--- src/sv/cfls_pkg.sv ---
// cfls_pkg: lexer state codes, verdict codes, character constants and the
// step result type for the floating literal scanner
// no dependencies
package cfls_pkg;

  localparam int StateW = 5;
  localparam int VerdictW = 3;

  typedef logic [StateW-1:0]   lex_state_t;
  typedef logic [VerdictW-1:0] verdict_t;
  typedef logic [7:0]          byte_t;

  localparam lex_state_t ST_NORMAL   = 5'd0;
  localparam lex_state_t ST_SLASH    = 5'd1;
  localparam lex_state_t ST_MLCOM    = 5'd2;
  localparam lex_state_t ST_SLCOM    = 5'd3;
  localparam lex_state_t ST_STR      = 5'd4;
  localparam lex_state_t ST_CHR      = 5'd5;
  localparam lex_state_t ST_STR_ESC  = 5'd6;
  localparam lex_state_t ST_CHR_ESC  = 5'd7;
  localparam lex_state_t ST_STAR     = 5'd8;
  localparam lex_state_t ST_IDENT    = 5'd9;
  localparam lex_state_t ST_INT      = 5'd10;
  localparam lex_state_t ST_DOT      = 5'd11;
  localparam lex_state_t ST_FRAC     = 5'd12;
  localparam lex_state_t ST_EXP_MARK = 5'd13;
  localparam lex_state_t ST_EXP      = 5'd14;
  localparam lex_state_t ST_EXP_SIGN = 5'd15;
  localparam lex_state_t ST_LONG     = 5'd16;
  localparam lex_state_t ST_FLOAT    = 5'd17;

  localparam verdict_t V_NONE    = 3'd0;
  localparam verdict_t V_ERROR   = 3'd1;
  localparam verdict_t V_DOUBLE  = 3'd2;
  localparam verdict_t V_LDOUBLE = 3'd3;
  localparam verdict_t V_FLOAT   = 3'd4;

  localparam byte_t CH_DQUOTE = 8'h22;
  localparam byte_t CH_SQUOTE = 8'h27;
  localparam byte_t CH_STAR   = 8'h2A;
  localparam byte_t CH_PLUS   = 8'h2B;
  localparam byte_t CH_MINUS  = 8'h2D;
  localparam byte_t CH_DOT    = 8'h2E;
  localparam byte_t CH_SLASH  = 8'h2F;
  localparam byte_t CH_BSLASH = 8'h5C;
  localparam byte_t CH_UNDER  = 8'h5F;
  localparam byte_t CH_LF     = 8'h0A;
  localparam byte_t CH_CR     = 8'h0D;
  localparam byte_t CH_UP_E   = 8'h45;
  localparam byte_t CH_LO_E   = 8'h65;
  localparam byte_t CH_UP_L   = 8'h4C;
  localparam byte_t CH_LO_L   = 8'h6C;
  localparam byte_t CH_UP_F   = 8'h46;
  localparam byte_t CH_LO_F   = 8'h66;

  typedef struct packed {
    lex_state_t state;
    logic       echo;
    verdict_t   verdict;
  } step_t;

endpackage

--- src/sv/cfls_next.sv ---
// cfls_next: combinational lexer step, current state and byte to next state,
// echo flag and verdict
// depends on cfls_pkg
module cfls_next (
  input  cfls_pkg::lex_state_t state,
  input  cfls_pkg::byte_t      c,
  output cfls_pkg::step_t      step
);

  logic                 is_letter;
  logic                 is_digit;
  cfls_pkg::lex_state_t after_lit;

  assign is_letter = (c inside {[8'h41:8'h5A], [8'h61:8'h7A]}) || (c == cfls_pkg::CH_UNDER);
  assign is_digit  = c inside {[8'h30:8'h39]};

  // state after a literal ends on a non-digit byte
  always_comb begin
    if (c == cfls_pkg::CH_DQUOTE) after_lit = cfls_pkg::ST_STR;
    else if (c == cfls_pkg::CH_SQUOTE) after_lit = cfls_pkg::ST_CHR;
    else if (c == cfls_pkg::CH_SLASH) after_lit = cfls_pkg::ST_SLASH;
    else if (is_letter) after_lit = cfls_pkg::ST_IDENT;
    else after_lit = cfls_pkg::ST_NORMAL;
  end

  always_comb begin
    step.state   = state;
    step.echo    = 1'b0;
    step.verdict = cfls_pkg::V_NONE;
    case (state)
      cfls_pkg::ST_STR: begin
        if (c == cfls_pkg::CH_BSLASH) step.state = cfls_pkg::ST_STR_ESC;
        else if (c == cfls_pkg::CH_DQUOTE) step.state = cfls_pkg::ST_NORMAL;
      end
      cfls_pkg::ST_CHR: begin
        if (c == cfls_pkg::CH_BSLASH) step.state = cfls_pkg::ST_CHR_ESC;
        else if (c == cfls_pkg::CH_SQUOTE) step.state = cfls_pkg::ST_NORMAL;
      end
      cfls_pkg::ST_STR_ESC: step.state = cfls_pkg::ST_STR;
      cfls_pkg::ST_CHR_ESC: step.state = cfls_pkg::ST_CHR;
      cfls_pkg::ST_MLCOM: begin
        if (c == cfls_pkg::CH_STAR) step.state = cfls_pkg::ST_STAR;
      end
      cfls_pkg::ST_SLCOM: begin
        if (c == cfls_pkg::CH_LF || c == cfls_pkg::CH_CR) step.state = cfls_pkg::ST_NORMAL;
      end
      cfls_pkg::ST_STAR: begin
        if (c == cfls_pkg::CH_SLASH) step.state = cfls_pkg::ST_NORMAL;
        else if (c != cfls_pkg::CH_STAR) step.state = cfls_pkg::ST_MLCOM;
      end
      cfls_pkg::ST_IDENT: begin
        if (c == cfls_pkg::CH_SLASH) step.state = cfls_pkg::ST_SLASH;
        else if (!is_letter && !is_digit) step.state = cfls_pkg::ST_NORMAL;
      end
      cfls_pkg::ST_INT: begin
        if (c == cfls_pkg::CH_DOT) begin
          step.state = cfls_pkg::ST_FRAC;
          step.echo  = 1'b1;
        end else if (c == cfls_pkg::CH_LO_E) begin
          step.state = cfls_pkg::ST_EXP_MARK;
          step.echo  = 1'b1;
        end else if (is_digit) begin
          step.echo = 1'b1;
        end else begin
          step.state   = after_lit;
          step.verdict = cfls_pkg::V_ERROR;
          step.echo    = !(c == cfls_pkg::CH_DQUOTE || c == cfls_pkg::CH_SQUOTE ||
                           c == cfls_pkg::CH_SLASH);
        end
      end
      cfls_pkg::ST_DOT: begin
        step.echo = 1'b1;
        if (is_digit) begin
          step.state = cfls_pkg::ST_FRAC;
        end else begin
          step.state   = after_lit;
          step.verdict = cfls_pkg::V_ERROR;
        end
      end
      cfls_pkg::ST_FRAC, cfls_pkg::ST_EXP: begin
        if (is_digit) begin
          step.echo = 1'b1;
        end else if (c == cfls_pkg::CH_DOT && state == cfls_pkg::ST_FRAC) begin
          step.state   = cfls_pkg::ST_IDENT;
          step.echo    = 1'b1;
          step.verdict = cfls_pkg::V_ERROR;
        end else if (c == cfls_pkg::CH_UP_L || c == cfls_pkg::CH_LO_L) begin
          step.state = cfls_pkg::ST_LONG;
          step.echo  = 1'b1;
        end else if (c == cfls_pkg::CH_UP_F || c == cfls_pkg::CH_LO_F) begin
          step.state = cfls_pkg::ST_FLOAT;
          step.echo  = 1'b1;
        end else if (c == cfls_pkg::CH_LO_E && state == cfls_pkg::ST_FRAC) begin
          step.state = cfls_pkg::ST_EXP_MARK;
          step.echo  = 1'b1;
        end else if (is_letter) begin
          step.state   = cfls_pkg::ST_IDENT;
          step.echo    = 1'b1;
          step.verdict = cfls_pkg::V_ERROR;
        end else begin
          step.state   = after_lit;
          step.verdict = cfls_pkg::V_DOUBLE;
        end
      end
      cfls_pkg::ST_EXP_MARK: begin
        step.echo = 1'b1;
        if (c == cfls_pkg::CH_PLUS || c == cfls_pkg::CH_MINUS) begin
          step.state = cfls_pkg::ST_EXP_SIGN;
        end else if (is_digit) begin
          step.state = cfls_pkg::ST_EXP;
        end else begin
          step.state   = after_lit;
          step.verdict = cfls_pkg::V_ERROR;
        end
      end
      cfls_pkg::ST_EXP_SIGN: begin
        step.echo = 1'b1;
        if (is_digit) begin
          step.state = cfls_pkg::ST_EXP;
        end else begin
          step.state   = after_lit;
          step.verdict = cfls_pkg::V_ERROR;
        end
      end
      cfls_pkg::ST_LONG, cfls_pkg::ST_FLOAT: begin
        if (is_digit || is_letter) begin
          step.state   = cfls_pkg::ST_IDENT;
          step.echo    = 1'b1;
          step.verdict = cfls_pkg::V_ERROR;
        end else begin
          step.state   = after_lit;
          step.verdict = (state == cfls_pkg::ST_LONG) ? cfls_pkg::V_LDOUBLE
                                                      : cfls_pkg::V_FLOAT;
        end
      end
      default: begin
        // normal, slash and unused codes
        if (c == cfls_pkg::CH_SQUOTE) begin
          step.state = cfls_pkg::ST_CHR;
        end else if (c == cfls_pkg::CH_DQUOTE) begin
          step.state = cfls_pkg::ST_STR;
        end else if (c == cfls_pkg::CH_DOT) begin
          step.state = cfls_pkg::ST_DOT;
          step.echo  = 1'b1;
        end else if (c == cfls_pkg::CH_SLASH) begin
          step.state = (state == cfls_pkg::ST_SLASH) ? cfls_pkg::ST_SLCOM : cfls_pkg::ST_SLASH;
        end else if (c == cfls_pkg::CH_STAR && state == cfls_pkg::ST_SLASH) begin
          step.state = cfls_pkg::ST_MLCOM;
        end else if (is_letter) begin
          step.state = cfls_pkg::ST_IDENT;
        end else if (is_digit) begin
          step.state = cfls_pkg::ST_INT;
          step.echo  = 1'b1;
        end else begin
          step.state = cfls_pkg::ST_NORMAL;
        end
      end
    endcase
  end

endmodule

--- src/sv/c_float_literal_scanner_core.sv ---
// c_float_literal_scanner_core: top level, lexer state register and result register
// depends on cfls_pkg and cfls_next
//
// Scans C source one byte per transfer and takes a new byte every cycle unless
// stalled. Each byte steps an 18-state lexer; a byte that echoes a literal
// character or ends a literal yields one result (echo_valid, echo_char,
// verdict), held in a single result register and valid in the cycle after its
// transfer. Bytes inside strings, comments or identifiers yield no result. The
// input is stalled only while a result waits in that register and out_ready is
// low. Verdicts: 0 none, 1 error, 2 double, 3 long double, 4 float. An
// unfinished literal at the end of the stream gets no verdict.
module c_float_literal_scanner_core (
  input  logic       clk,
  input  logic       rst,
  input  logic       in_valid,
  output logic       in_ready,
  input  logic [7:0] in_byte,
  output logic       out_valid,
  input  logic       out_ready,
  output logic       echo_valid,
  output logic [7:0] echo_char,
  output logic [2:0] verdict
);

  cfls_pkg::lex_state_t lex_state;
  cfls_pkg::step_t      step;
  logic                 in_xfer;
  logic                 emit;

  cfls_next u_next (
    .state (lex_state),
    .c     (in_byte),
    .step  (step)
  );

  assign in_ready = !out_valid || out_ready;
  assign in_xfer  = in_valid && in_ready;
  assign emit     = step.echo || (step.verdict != cfls_pkg::V_NONE);

  always_ff @(posedge clk) begin
    if (rst) begin
      lex_state <= cfls_pkg::ST_NORMAL;
      out_valid <= 1'b0;
    end else begin
      if (in_xfer) lex_state <= step.state;
      if (in_xfer) out_valid <= emit;
      else if (out_ready) out_valid <= 1'b0;
    end
  end

  always_ff @(posedge clk) begin
    if (in_xfer && emit) begin
      echo_valid <= step.echo;
      echo_char  <= step.echo ? in_byte : 8'h00;
      verdict    <= step.verdict;
    end
  end

endmodule

--- config.mk ---
export PLATFORM = sky130hd
export DESIGN_NAME = c_float_literal_scanner_core
export DESIGN_NICKNAME = d
export VERILOG_FILES = /design/src/sv/cfls_pkg.sv /design/src/sv/cfls_next.sv /design/src/sv/c_float_literal_scanner_core.sv
export SDC_FILE = /design/constraint.sdc
export NUM_CORES = 1
export LEC_CHECK = 0
export BUFFER_PORTS_ARGS = -buffer_cell sky130_fd_sc_hd__buf_2
export CAP_MARGIN = 20
export CORE_MARGIN = 3
export CORE_UTILIZATION = 49
export CTS_CLUSTER_SIZE = 24
export DETAILED_ROUTE_END_ITERATION = 8
export PLACE_DENSITY_LB_ADDON = 0.3
export SETUP_SLACK_MARGIN = 0.3
export SLEW_MARGIN = 20
export SYNTH_ARGS = -nofsm -noshare
export SYNTH_HDL_FRONTEND = slang
export SYNTH_SLANG_ARGS = --single-unit
--- constraint.sdc ---
create_clock -name clk -period 5 [get_ports clk]
set_clock_uncertainty 0.05 [all_clocks]
set_input_delay 0.25 -clock clk [delete_from_list [all_inputs] [get_ports clk]]
set_output_delay 0.25 -clock clk [all_outputs]
set_load 0.005 [all_outputs]
# ---- Word-level counts from Yosys, hierarchy flattened
# Index checks and enable logic that the tools add are counted.
dict set report classes {
  magnitude_cmp 6
  n_eq_ne 42
  mux 61
  n_reduce_logical 32
}
# operator count
set op_table {}
lappend op_table {{$mux 5} 25}
lappend op_table {{$pmux 5 s14} 1}
lappend op_table {{$eq 8x6->1 const B} 7}
lappend op_table {{$eq 8x7->1 const B} 7}
lappend op_table {{$eq 5x4->1 const B} 8}
lappend op_table {{$mux 6} 6}
lappend op_table {{$mux 3} 8}
lappend op_table {{$eq 5x3->1 const B} 4}
lappend op_table {{$eq 8x4->1 const B} 2}
lappend op_table {{$ge 8x7->1 const B} 2}
lappend op_table {{$le 8x7->1 const B} 2}
lappend op_table {{$pmux 3 s5} 1}
lappend op_table {{$mux 1} 14}
lappend op_table {{$ne 3x1->1 const B} 4}
lappend op_table {{$eq 5x2->1 const B} 2}
lappend op_table {{$eq 5x5->1 const B} 2}
lappend op_table {{$logic_or 1x1->1} 10}
lappend op_table {{$logic_and 1x1->1} 9}
lappend op_table {{$mux 9} 1}
lappend op_table {{$reduce_and 9->1} 1}
lappend op_table {{$ge 8x6->1 const B} 1}
lappend op_table {{$le 8x6->1 const B} 1}
lappend op_table {{$mux 4} 2}
lappend op_table {{$ne 8x6->1 const B} 1}
lappend op_table {{12 further kinds} 20}
dict set report totals {
  reg_bits 18
  input_bits 12
  output_inout_bits 14
}

# ---- Logic depth before layout (Yosys ltp)
dict set report logic_depth {
  ltp_word 18
  depth_mapped 9
  depth_no_buf 7
}

# ---- Hierarchy
# A second synthesis with hierarchy kept.
dict set report unflattened {
  cells_unflattened 217
  area_unflattened_um2 1690.4
}
# module instances cells_per_inst area_per_inst_um2 seq_area_each_um2
set modules_own_cells {}
lappend modules_own_cells {cfls_next 1 169 977.2 0.0}
lappend modules_own_cells {c_float_literal_scanner_core 1 48 713.2 480.5}

# ---- Worst setup path before layout
# Ideal clock, no wire load.
dict set report synth_timing {
  path_type {reg-to-reg}
  startpoint {reg lex_state[2]}
  endpoint {reg echo_char[0], enable pin}
  setup_time_ps 380
  t_arrival_ps 2242
  required_ps 4570
  setup_slack_ps 2327
  path_stages_with_launch 10
  synth_period_minus_slack_ps 2673
  path_cell_list {dfxtp_1 > clkbuf_1 > nor3_1 > xnor2_1 > o41a_1 > a221oi_1 > o211ai_1 > buf_2 > nor4_2 > nor2_1}
}
# element line_no
set synth_lines {}
lappend synth_lines {{start: declaration} c_float_literal_scanner_core.sv:25} ;# cfls_pkg::lex_state_t lex_state;
lappend synth_lines {{start signal: assignment} c_float_literal_scanner_core.sv:42} ;# lex_state <= cfls_pkg::ST_NORMAL;
lappend synth_lines {{start signal: assignment} c_float_literal_scanner_core.sv:45} ;# if (in_xfer) lex_state <= step.state;
lappend synth_lines {{end signal: assignment} c_float_literal_scanner_core.sv:54} ;# echo_char <= step.echo ? in_byte : 8'h00;
lappend synth_lines {{end: declaration} c_float_literal_scanner_core.sv:21} ;# output logic [7:0] echo_char,

# ---- Final worst setup path
dict set report layout_timing {
  startpoint {reg lex_state[1]}
  endpoint {reg echo_char[1], enable pin}
}
dict set report layout_between {
  elab_chain_cells 11
}
# element line_no
set layout_rtl {}
lappend layout_rtl {{$eq 5x4->1} {cfls_next.sv:30, cfls_next.sv:83, cfls_next.sv:93}}
lappend layout_rtl {{$logic_and 1x1->1} cfls_next.sv:93} ;# end else if (c == cfls_pkg::CH_LO_E && state == cfls_pkg::ST_FRAC) begin
lappend layout_rtl {{$mux 3} cfls_next.sv:93}
lappend layout_rtl {{$mux 3} cfls_next.sv:90} ;# end else if (c == cfls_pkg::CH_UP_F || c == cfls_pkg::CH_LO_F) begin
lappend layout_rtl {{$mux 3} cfls_next.sv:87} ;# end else if (c == cfls_pkg::CH_UP_L || c == cfls_pkg::CH_LO_L) begin
lappend layout_rtl {{$mux 9} cfls_next.sv:83} ;# end else if (c == cfls_pkg::CH_DOT && state == cfls_pkg::ST_FRAC) begin
lappend layout_rtl {{$mux 3} cfls_next.sv:81} ;# if (is_digit) begin
lappend layout_rtl {{$pmux 3 s5} cfls_next.sv:30} ;# case (state)
lappend layout_rtl {{$reduce_bool 3->1} c_float_literal_scanner_core.sv:38} ;# assign emit = step.echo || (step.verdict != cfls_pkg::V_NONE);
lappend layout_rtl {{$logic_or 1x1->1 (*)} c_float_literal_scanner_core.sv:38}
lappend layout_rtl {{$logic_and 1x1->1 (*)} c_float_literal_scanner_core.sv:52} ;# if (in_xfer && emit) begin
# Mark *: on every way between the ends. The rest lies on a longest branch, timed or not.
# A chain may end at the register's enable or synchronous reset.

==> run metrics <==
via count=1,578; WL final=3.862 mm; Nets=212; fraction of the yosys area taken by sequential cells=31.68%; Critical Path RT=4860 ps; CTS root buf=clkbuf_4; layout cells sized above 1=around 19%; Vias/cell=6.861; largest net degree at the start of global routing=20; most frequent cells after synthesis=15 x nor2_1, 12 x edfxtp_1, 12 x nand2_1; FF+latch count, synth=18; Finished Cell Area=around 1600 µm²; cell taking the most area after synthesis=edfxtp_1; top cells by area, synth=edfxtp_1 24%, dfxtp_1 7.9%, and2_1 4.5%; Final setup viols=0; VDD IR max=0.09099 mV; Final Hold Violating Endpoints=0; Synth Area in XOR/XNOR=1.733%; DR WL/cell=approximately 17 µm; max cap viols=0; Core ar.=2853 µm²; top cell type's share of synthesized area=23.76%; post-synthesis cell count=182; GRT overflow=0; chip height=61.63 µm; initial core utilization=53.16%; Layout area overhead=8.663%; IO Pins=26; Die W=a little over 60 µm; Pre-Repair DR Iteration Count=5; P per Cell Area=~230 nW/µm²; area of the mapped netlist=1516 µm²; final RePlAce weighted congestion=0.9922; Post-synth top flop=edfxtp_1; Final ANT Viol Nets=0; DRC viols=0; multiplexer share of the synthesized area=0.6601%; post-cts sizing count=0; net count after synthesis=194; initial antenna violation count=0; fin crit share=64.48%; main combinational cell family by area after synthesis=simple AND/OR/NAND/NOR gates; critical path class=register to register; setup tns final=0 ps; # diodes=0; min cycle time layout=3224 ps; CP Launch Type=register; H-tree levels=1; register area=480.5 µm²; Clock transition at path regs=about 90 ps; CTS buffer count=3; fill cell count=266; RSZ-0062 raised after global routing=no; CP Capture Type=register; outcome=finished clean; first-pass GRT wire length=about 6.5 mm; GRT Total Usage=22.27%; yosys warns=0; ys async rst share=0%; Max Slew Vio Count=0; CTS Buffer Depth=2; HP Class=primary input to register; I/O Buffers=25; number of synthesized flops with an enable pin=12; CTS tree=built; Fmax=310.2 MHz; CTS Sinks=18; Post-Synth Adder-Cell Area=0%; Compound-Gate Fraction of Synth Area=between 20% and 30%; HPWL after DPL=2.858 mm; synth unique cells=a little under 60; basic-gate share of the synthesized area counting and, or, nand and nor cells=between 30% and 40%; drt first-iter violations=about 110; Max FO, Critical Path=16; Clk Latency, worst-skew pair=approximately 280 ps; combined area of the multi-input logic cells=958.4 µm²; die area=roughly 3800 µm²; Mapped Avg Cell Area=8.332 µm²; Placement Rows=19; vias in the first global route=1,367; Post-CTS Setup Bufs=0; Rel. slew slack=42.92%; Worst-Margin Slew=853.1 ps; Pleak=0.0006002 µW; CTS Hold Bufs=0; most common cell in the netlist=nor2_1; Area after DPL=1622 µm²; WP data arrival=3090 ps
cells in the final DEF (no fill, tap or decap), types with 2 or more instances in the layout:
| master | netlist | final |
|---|---|---|
| a211oi_1 | 2 | 2 |
| a21oi_1 | 9 | 9 |
| a221oi_1 | 2 | 2 |
| a311oi_1 | 3 | 3 |
| a31oi_1 | 4 | 4 |
| and2_1 | 11 | 11 |
| and3_1 | 2 | 2 |
| and4b_1 | 2 | 2 |
| buf_2 | 2 | 25 |
| clkbuf_4 | 0 | 3 |
| dfxtp_1 | 6 | 6 |
| edfxtp_1 | 12 | 12 |
| inv_1 | 5 | 5 |
| nand2_1 | 12 | 12 |
| nand2b_1 | 4 | 4 |
| nand3_1 | 9 | 9 |
| nand4_1 | 5 | 5 |
| nor2_1 | 15 | 15 |
| nor2b_1 | 7 | 7 |
| nor3_1 | 9 | 9 |
| o2111ai_1 | 3 | 3 |
| o211ai_1 | 3 | 3 |
| o21ai_0 | 6 | 6 |
| o21bai_1 | 2 | 2 |
| o31ai_1 | 3 | 3 |
| o41ai_1 | 2 | 2 |
| xnor2_1 | 2 | 2 |
power by group:
group / leakage, µW / switching [µW] / internal, µW
registers: 0.000162 / 16.7 / 172
clock network: 0.0000150 / 39.0 / 31.0
logic: 0.000423 / 74.1 / 47.2
total: 0.000600 / 130 / 250
metrics by stage:
step / util [%] / hold slack (ps) / total power (µW) / worst slack [ps] / cells
5_1_grt: 57.76 / 155.4 / 403.2 / 1525 / 230
3_3_place_gp: 56.84 / 443.1 / 306.8 / 1998 / 226
4_1_cts: 57.76 / 144.4 / 378.9 / 1807 / 230
3_5_place_dp: 56.84 / 449.2 / 309.9 / 1837 / 226
6_report: 57.76 / 143.4 / 380.2 / 1776 / 230
2_1_floorplan: - / 269.1 / 278.1 / 2327 / 182
logic make-up (layout without fill, tap and decap cells):
logic type      after synthesis  count (layout)
flops                        18              18
mux                           1               1
buf+inv                      17              34
simple gates                 92              92
xor+xnor                      3               3
compound gates               51              51
final timing paths:
check | from | to | slack (ps) | cells past startpoint
max | lex_state[1]$_SDFFE_PP0P_ | echo_char[1]$_SDFFCE_PP0P_ | 1780 | 7
min | rst | lex_state[3]$_SDFFE_PP0P_ | 140 | 2
max reg2reg | lex_state[1]$_SDFFE_PP0P_ | echo_char[1]$_SDFFCE_PP0P_ | 1780 | 7
min reg2reg | lex_state[3]$_SDFFE_PP0P_ | lex_state[3]$_SDFFE_PP0P_ | 550 | 2
metal layers:
metal / GRT usage, % / share of wire [%] / vias to the layer above
met5: 0 / 0 / -
met4: 12.12 / 4.4 / 0
met3: 1.887 / 10 / 22
met2: 34.23 / 45 / 116
met1: 30.70 / 40 / 702
li1: - / - / 738
worst max-delay path: stages, from the launching register on:
cell      delay [ps]
dfxtp_1          470
nor3_1           610
xnor2_1          250
o41a_1           280
a221oi_1         100
o211ai_1         330
nor4_2            60
nor2_1           680
registers in the layout (all words and copies together) (netlist names):
name	flops
verdict	3
echo_char	8
echo_valid	1
lex_state	5
out_valid	1
cell type report:
| type | instances | area share, % |
|---|---|---|
| Sequential cell | 18 | 29.16 |
| Timing Repair Buffer | 25 | 7.593 |
| Tap cell | 31 | 2.354 |
| Inverter | 5 | 1.139 |
| Multi-Input combinational cell | 147 | 58.16 |
| Clock buffer | 4 | 1.595 |
Power figures use the tool's default switching activity.
